File: config.mk
export PLATFORM = sky130hd
export DESIGN_NAME = lot_cell
export DESIGN_NICKNAME = d
export VERILOG_FILES = /design/src/failure_lockout_table_assert.svh /design/src/lot_pkg.sv /design/src/lot_cell.sv
export SDC_FILE = /design/constraint.sdc
export NUM_CORES = 2
export LEC_CHECK = 0
export BUFFER_PORTS_ARGS = -buffer_cell sky130_fd_sc_hd__buf_4
export CAP_MARGIN = 20
export CELL_PAD_IN_SITES_DETAIL_PLACEMENT = 1
export CELL_PAD_IN_SITES_GLOBAL_PLACEMENT = 2
export CORE_MARGIN = 2
export CORE_UTILIZATION = 40
export DETAILED_ROUTE_END_ITERATION = 8
export HOLD_SLACK_MARGIN = 0.03
export PLACE_DENSITY_LB_ADDON = 0.1
export SYNTH_ARGS = -nofsm -noshare
export SYNTH_HDL_FRONTEND = slang
export SYNTH_SLANG_ARGS = --single-unit
File: constraint.sdc
create_clock -name clk -period 12.7 [get_ports clk]
set_input_delay 0.635 -clock clk [delete_from_list [all_inputs] [get_ports clk]]
set_output_delay 0.635 -clock clk [all_outputs]
set_load 0.05 [all_outputs]
File: src/failure_lockout_table_assert.svh
// ----------------------------------------------------------------------------
// failure lockout table assertion macros
// shared property forms for the lockout table checks
// ----------------------------------------------------------------------------
`ifndef FAILURE_LOCKOUT_TABLE_ASSERT_SVH
`define FAILURE_LOCKOUT_TABLE_ASSERT_SVH

// same-cycle implication
`define LOT_ASSERT_IMPL(name, cond, prop) \
    name: assert property (@(posedge clk) disable iff (!rst_n) (cond) |-> (prop)) \
        else $error("lockout table check failed");

// next-cycle implication
`define LOT_ASSERT_NEXT(name, cond, prop) \
    name: assert property (@(posedge clk) disable iff (!rst_n) (cond) |=> (prop)) \
        else $error("lockout table check failed");

`endif

File: src/lot_pkg.sv
// ----------------------------------------------------------------------------
// lockout table package
// command codes, cell operations and the structs shared by cells and control
// ----------------------------------------------------------------------------
package lot_pkg;

    localparam logic [2:0] CMD_TICK    = 3'd0;
    localparam logic [2:0] CMD_FAILURE = 3'd1;
    localparam logic [2:0] CMD_SUCCESS = 3'd2;
    localparam logic [2:0] CMD_BLOCK   = 3'd3;
    localparam logic [2:0] CMD_UNBLOCK = 3'd4;
    localparam logic [2:0] CMD_QUERY   = 3'd5;
    localparam logic [2:0] CMD_STATS   = 3'd6;
    localparam logic [2:0] CMD_CLEAR   = 3'd7;

    localparam logic [1:0] CFG_MAX_FAILURES   = 2'd0;
    localparam logic [1:0] CFG_BLOCK_DURATION = 2'd1;
    localparam logic [1:0] CFG_FAILURE_WINDOW = 2'd2;

    typedef enum logic [2:0] {
        OP_IDLE,
        OP_SWEEP,
        OP_FAIL_ADD,
        OP_FREE,
        OP_BLOCK,
        OP_COUNT,
        OP_CLEAR
    } lot_op_t;

    typedef struct packed {
        lot_op_t     op;
        logic        use_free;
        logic [31:0] key;
        logic [31:0] clock;
        logic [15:0] window;
        logic [15:0] length;
        logic [4:0]  limit;
    } lot_ctl_t;

    typedef struct packed {
        logic run;
        logic free_seen;
        logic match_seen;
    } lot_tok_t;

    typedef struct packed {
        logic        is_block;
        logic [31:0] start;
        logic [15:0] len;
        logic [4:0]  qcnt;
    } lot_rd_t;

endpackage

File: src/lot_cell.sv
// ----------------------------------------------------------------------------
// lockout table cell
// one table entry with its stamp history; passes the scan token onward
// ----------------------------------------------------------------------------
module lot_cell #(
    parameter int STAMPS = 16,
    parameter int CW     = 7
) (
    input  logic              clk,
    input  logic              rst_n,
    input  lot_pkg::lot_ctl_t ctl,
    input  lot_pkg::lot_tok_t tok_in,
    input  logic [CW-1:0]     act_in,
    input  logic [CW-1:0]     trk_in,
    output lot_pkg::lot_tok_t tok_out,
    output logic [CW-1:0]     act_out,
    output logic [CW-1:0]     trk_out,
    output lot_pkg::lot_rd_t  rd
);
    import lot_pkg::*;

    localparam int SC_W = $clog2(STAMPS + 1);

    typedef enum logic [1:0] {
        PASS_NONE,
        PASS_SWEEP,
        PASS_FAIL,
        PASS_COUNT
    } pass_t;

    logic            valid_reg, valid_next;
    logic            hit_reg, hit_next;
    logic            free_reg, free_next;
    logic [SC_W-1:0] left_reg, left_next;
    pass_t           pass_reg, pass_next;
    lot_tok_t        tok_reg, tok_next;
    logic [CW-1:0]   act_reg, act_next;
    logic [CW-1:0]   trk_reg, trk_next;

    logic [31:0]     key_reg, key_next;
    logic            isblk_reg, isblk_next;
    logic [31:0]     start_reg, start_next;
    logic [15:0]     len_reg, len_next;
    logic [31:0]     stamp_reg [STAMPS];
    logic [31:0]     stamp_next [STAMPS];
    logic [SC_W-1:0] cnt_reg, cnt_next;
    logic [SC_W-1:0] qcnt_reg, qcnt_next;

    logic            sel;
    logic            active;
    logic            keep;
    logic            wr_keep;
    logic            is_hit;
    logic [31:0]     head;
    logic [SC_W-1:0] cnt_step;

    assign sel    = ctl.use_free ? free_reg : hit_reg;
    assign active = (ctl.clock - start_reg) < {16'd0, len_reg};
    assign head   = stamp_reg[0];
    assign keep   = (ctl.clock - head) <= {16'd0, ctl.window};
    assign is_hit = valid_reg && (key_reg == ctl.key);

    always_comb
    begin
        valid_next = valid_reg;
        hit_next   = hit_reg;
        free_next  = free_reg;
        left_next  = left_reg;
        pass_next  = pass_reg;
        key_next   = key_reg;
        isblk_next = isblk_reg;
        start_next = start_reg;
        len_next   = len_reg;
        cnt_next   = cnt_reg;
        qcnt_next  = qcnt_reg;
        wr_keep    = keep || (pass_reg == PASS_COUNT);
        cnt_step   = wr_keep ? cnt_reg : cnt_reg - 1'b1;
        for (int i = 0; i < STAMPS; i++)
        begin
            stamp_next[i] = stamp_reg[i];
        end

        // scan token
        tok_next = tok_in;
        act_next = act_in;
        trk_next = trk_in;
        if (tok_in.run)
        begin
            hit_next            = is_hit;
            free_next           = !valid_reg && !tok_in.free_seen;
            tok_next.free_seen  = tok_in.free_seen | !valid_reg;
            tok_next.match_seen = tok_in.match_seen | is_hit;
            act_next = act_in + CW'(valid_reg && isblk_reg && active);
            trk_next = trk_in + CW'(valid_reg && !isblk_reg);
        end

        // one stamp per cycle: pop head, push back if kept
        if (left_reg != '0)
        begin
            for (int i = 0; i < STAMPS - 1; i++)
            begin
                stamp_next[i] = stamp_reg[i + 1];
            end
            stamp_next[STAMPS-1] = head;
            if (wr_keep)
            begin
                for (int i = 0; i < STAMPS; i++)
                begin
                    if (SC_W'(i + 1) == cnt_reg)
                    begin
                        stamp_next[i] = head;
                    end
                end
            end
            cnt_next  = cnt_step;
            left_next = left_reg - 1'b1;
            if (pass_reg == PASS_COUNT && keep)
            begin
                qcnt_next = qcnt_reg + 1'b1;
            end
            if (left_reg == SC_W'(1))
            begin
                pass_next = PASS_NONE;
                if (pass_reg == PASS_SWEEP && cnt_step == '0)
                begin
                    valid_next = 1'b0;
                end
                if (pass_reg == PASS_FAIL && 5'(cnt_step) >= ctl.limit)
                begin
                    isblk_next = 1'b1;
                    start_next = ctl.clock;
                    len_next   = ctl.length;
                    cnt_next   = '0;
                end
            end
        end

        case (ctl.op)
            OP_SWEEP:
            begin
                if (valid_reg)
                begin
                    if (isblk_reg)
                    begin
                        if (!active)
                        begin
                            valid_next = 1'b0;
                        end
                    end
                    else if (cnt_reg == '0)
                    begin
                        valid_next = 1'b0;
                    end
                    else
                    begin
                        left_next = cnt_reg;
                        pass_next = PASS_SWEEP;
                    end
                end
            end
            OP_FAIL_ADD:
            begin
                if (sel)
                begin
                    pass_next = PASS_FAIL;
                    if (ctl.use_free)
                    begin
                        valid_next    = 1'b1;
                        key_next      = ctl.key;
                        isblk_next    = 1'b0;
                        stamp_next[0] = ctl.clock;
                        cnt_next      = SC_W'(1);
                        left_next     = SC_W'(1);
                    end
                    else if (cnt_reg == SC_W'(STAMPS))
                    begin
                        for (int i = 0; i < STAMPS - 1; i++)
                        begin
                            stamp_next[i] = stamp_reg[i + 1];
                        end
                        stamp_next[STAMPS-1] = ctl.clock;
                        left_next = cnt_reg;
                    end
                    else
                    begin
                        for (int i = 0; i < STAMPS; i++)
                        begin
                            if (SC_W'(i) == cnt_reg)
                            begin
                                stamp_next[i] = ctl.clock;
                            end
                        end
                        cnt_next  = cnt_reg + 1'b1;
                        left_next = cnt_reg + 1'b1;
                    end
                end
            end
            OP_FREE:
            begin
                if (sel)
                begin
                    valid_next = 1'b0;
                end
            end
            OP_BLOCK:
            begin
                if (sel)
                begin
                    valid_next = 1'b1;
                    key_next   = ctl.key;
                    isblk_next = 1'b1;
                    start_next = ctl.clock;
                    len_next   = ctl.length;
                    cnt_next   = '0;
                end
            end
            OP_COUNT:
            begin
                if (sel)
                begin
                    qcnt_next = '0;
                    left_next = cnt_reg;
                    pass_next = PASS_COUNT;
                end
            end
            OP_CLEAR:
            begin
                valid_next = 1'b0;
                left_next  = '0;
                pass_next  = PASS_NONE;
            end
            default:
            begin
            end
        endcase
    end

    always_ff @(posedge clk or negedge rst_n)
    begin
        if (!rst_n)
        begin
            valid_reg <= 1'b0;
            hit_reg   <= 1'b0;
            free_reg  <= 1'b0;
            left_reg  <= '0;
            pass_reg  <= PASS_NONE;
            tok_reg   <= '0;
            act_reg   <= '0;
            trk_reg   <= '0;
        end
        else
        begin
            valid_reg <= valid_next;
            hit_reg   <= hit_next;
            free_reg  <= free_next;
            left_reg  <= left_next;
            pass_reg  <= pass_next;
            tok_reg   <= tok_next;
            act_reg   <= act_next;
            trk_reg   <= trk_next;
        end
    end

    always_ff @(posedge clk)
    begin
        key_reg   <= key_next;
        isblk_reg <= isblk_next;
        start_reg <= start_next;
        len_reg   <= len_next;
        cnt_reg   <= cnt_next;
        qcnt_reg  <= qcnt_next;
        for (int i = 0; i < STAMPS; i++)
        begin
            stamp_reg[i] <= stamp_next[i];
        end
    end

    assign tok_out = tok_reg;
    assign act_out = act_reg;
    assign trk_out = trk_reg;

    always_comb
    begin
        rd = '0;
        if (sel)
        begin
            rd.is_block = isblk_reg;
            rd.start    = start_reg;
            rd.len      = len_reg;
            rd.qcnt     = 5'(qcnt_reg);
        end
    end

endmodule

==> results.json <==
{
  "path_clk_slew_ps": 60,
  "hold_class": "input pin to register",
  "dr.first_iter.drc_count": 4086,
  "dieHeight_um": 312,
  "antenna_found_initial": 4,
  "drc": 0,
  "synth_top_family_by_area": "compound AO/OA/AOI/OAI gates",
  "fin_crit_ps": 8390,
  "startpoint_type": "register",
  "instances_no_fill": 6064,
  "status": "finished clean",
  "timing.max_cap.violations": 0,
  "routed_wirelength_um": 177000,
  "p_leak_nw": 17.7,
  "nFillCells": 11300,
  "chipWidth_um": 312,
  "hold_violations": 0,
  "r2r-end": "len_reg[0]",
  "synth_edf_count": 32,
  "ys_seq_elements": 630,
  "tritoncts": "yes",
  "yosys.area_share.adder": 0.0369,
  "cts_root_buf": "clkbuf_16",
  "routedWlPerCell_um": 29.2,
  "yosys.area.top_type_share": 0.301,
  "postRouteAntennaNets": 0,
  "synth-simple-area-share": 0.120,
  "arrival_ps": 8930,
  "port_buffers": 194,
  "drive_gt1_frac": 0.102,
  "synth-compound-area-share": 0.363,
  "num_io_pins": 195,
  "slew_headroom": 0.203,
  "powerDensity_mw_per_mm2": 275,
  "syn2layout_area_growth_pct": 12.2,
  "yosys-top-cells-area": "dfxtp_1, a22oi_1, o211ai_1",
  "start_util": 0.402,
  "rsz0062_at_grt": "false",
  "irDropWorstVdd_uv": 150,
  "core_mm2": 0.0946,
  "grt_pass1_wl_um": 261000,
  "rows": 113,
  "syn_avg_cell_area_um2": 7.79,
  "cts_max_path_buffers": 3,
  "yosys.area.top_type": "dfxtp_1",
  "synth_nets": 5111,
  "synthFlopType": "dfxtp_1",
  "cp.required_ps": 13240,
  "fin_setup_tns_ps": 0,
  "htree_num_levels": 3,
  "min_to": "trk_out[6]",
  "nNetsFinal": 4966,
  "grt_max_degree": 230,
  "ff2ff_path_depth": 27,
  "place_hpwl_um": 107000,
  "hp-start": "trk_in[6]",
  "reg2reg_setup_slack_ps": 4310,
  "endpoint_kind": "register",
  "skew_ps": 30.7,
  "ys_types": 79,
  "grt_pass1_vias": 38800,
  "gp_congestion": 0.934,
  "viasPerCell": 6.59,
  "dr.pass1.iters": 6,
  "worst-setup-path-type": "register to register",
  "largest_reg_flops": 512,
  "r2r-start": "stamp_reg[0][0]",
  "die_area_mm2": 0.0975,
  "vias": 40000,
  "synthMuxAreaShare": 0.0497,
  "grt.total_usage": 0.350,
  "synthArstFlopShare": 0.0429,
  "period_share": 0.661,
  "synthXorXnorAreaFrac": 0.0217,
  "insertion_delay_ps": 670,
  "synth.cell_area_mm2": 0.0380,
  "clkSinkCount": 630,
  "fmax_mhz": 119,
  "globalRouteOverflowTotal": 0,
  "slew_violations": 0,
  "setup_viol": 0,
  "hold_depth": 2,
  "cts_buffers": 80,
  "dp_cells": 5913,
  "path_max_fanout": 49,
  "seq_area_frac_synth": 0.344,
  "yosysWarnings": 0,
  "syn_inst": 4876,
  "worst_pin_slew_ps": 1190
}
-- cell usage after synthesis (33+ instances only) --
cell	count
a21oi_1	297
o21ai_0	444
o211ai_1	341
a31oi_1	44
mux2_2	33
o22ai_1	381
a22oi_1	372
clkbuf_1	465
and2_1	49
ha_1	109
nor2_1	272
dfxtp_1	571
nand3_1	36
inv_1	130
nand2_1	584
a211oi_1	110
mux2i_1	128
xnor2_1	71
-- worst max-delay path: stages (launching register included) --
cell and delay, ps:
dfxtp_1 520, ha_1 330, fa_1 420, and2b_1 240
o2111ai_1 220, a2111oi_1 870, nor2_1 140, xnor2_1 170
ha_1 300, nand4_1 110, nor3_1 260, a22o_1 270
nand4b_1 110, or4b_1 600, o41ai_4 220, buf_4 470
xnor2_1 130, ha_1 290, nand2b_1 90, a21oi_1 70
and2_1 190, or3_1 310, mux2_1 290, a32oi_1 240
nor2_1 100, o31ai_4 190, buf_4 610, mux2_2 410
-- layer usage --
metal	share of wire	vias up	routed length [um]	GRT usage
li1	-	18000	-	-
met1	0.44	20000	77300	0.479
met2	0.44	1635	78600	0.548
met3	0.081	349	14300	0.0672
met4	0.040	0	7050	0.131
met5	0	-	0	0
-- how the worst max path moves through the flow --
stage / slack (ps) / cells past startpoint / to / startpoint
2_1_floorplan: 5270 / 31 / start_reg[22] / ctl[37]
3_3_place_gp: 4100 / 29 / len_reg[7] / ctl[37]
3_5_place_dp: 4020 / 29 / len_reg[11] / ctl[37]
4_1_cts: 4340 / 27 / start_reg[10] / stamp_reg[0][0]
5_1_grt: 3810 / 27 / len_reg[1] / stamp_reg[0][0]
6_report: 4310 / 27 / len_reg[0] / stamp_reg[0][0]
-- power by group --
group	internal [W]	leakage [nW]	total, W	switching (W)
Sequential	0.00298	5.42	0.00383	0.000854
Clock	0.00132	1.25	0.00229	0.000969
Combinational	0.00226	11.0	0.00560	0.00334
-- layout make-up --
| type | count | area (um^2) | area share |
|---|---|---|---|
| multi-input combinational | 3604 | 22700 | 0.533 |
| antenna | 4 | 10.0 | 0.000235 |
| clock inverter | 26 | 225 | 0.00528 |
| sequential | 630 | 13100 | 0.307 |
| clock buffer | 120 | 2310 | 0.0543 |
| tap | 1265 | 1580 | 0.0371 |
| timing repair buffer | 285 | 2220 | 0.0521 |
| inverter | 130 | 488 | 0.0114 |
-- timing repair --
action,CTS,global route
endpoints found under the setup margin,0,0
endpoints found under the hold margin,27,0
buffers inserted,0,0
hold buffers,1,0
gates resized for setup,0,0
-- metrics by stage --
stage / power [W] / util / setup slack, ps / hold slack (ps) / area, um^2
2_1_floorplan: 0.00767 / - / 5270 / 339 / 38000
3_3_place_gp: 0.00916 / 0.423 / 4100 / 440 / 40000
3_5_place_dp: 0.00928 / 0.424 / 4020 / 449 / 40100
4_1_cts: 0.0116 / 0.451 / 4340 / 118 / 42600
5_1_grt: 0.0125 / 0.451 / 3810 / 130 / 42600
6_report: 0.0117 / 0.451 / 4310 / 155 / 42600
-- cell families (layout without fill, tap and decap cells) --
family                     after synthesis  after routing
AOI/OAI and AO/OA                     2139           2139
and+or+nand+nor                       1078           1078
buffers and inverters                  642            561
DFF                                    630            630
muxes                                  182            182
adders and majority gates              111            111
xor gates and xnor gates                94             94
other                                    0              4
-- layout by cell type, fill, tap and decap left out, types with 109 or more instances in the layout --
master,n
nor2_1,265
a211oi_1,110
o21ai_0,444
nand2_1,573
a21oi_1,295
o211ai_1,341
inv_1,129
ha_1,109
dfxtp_1,571
o22ai_1,381
buf_4,279
mux2i_1,128
a22oi_1,372
Note: power is estimated with default switching activity, not from simulation.
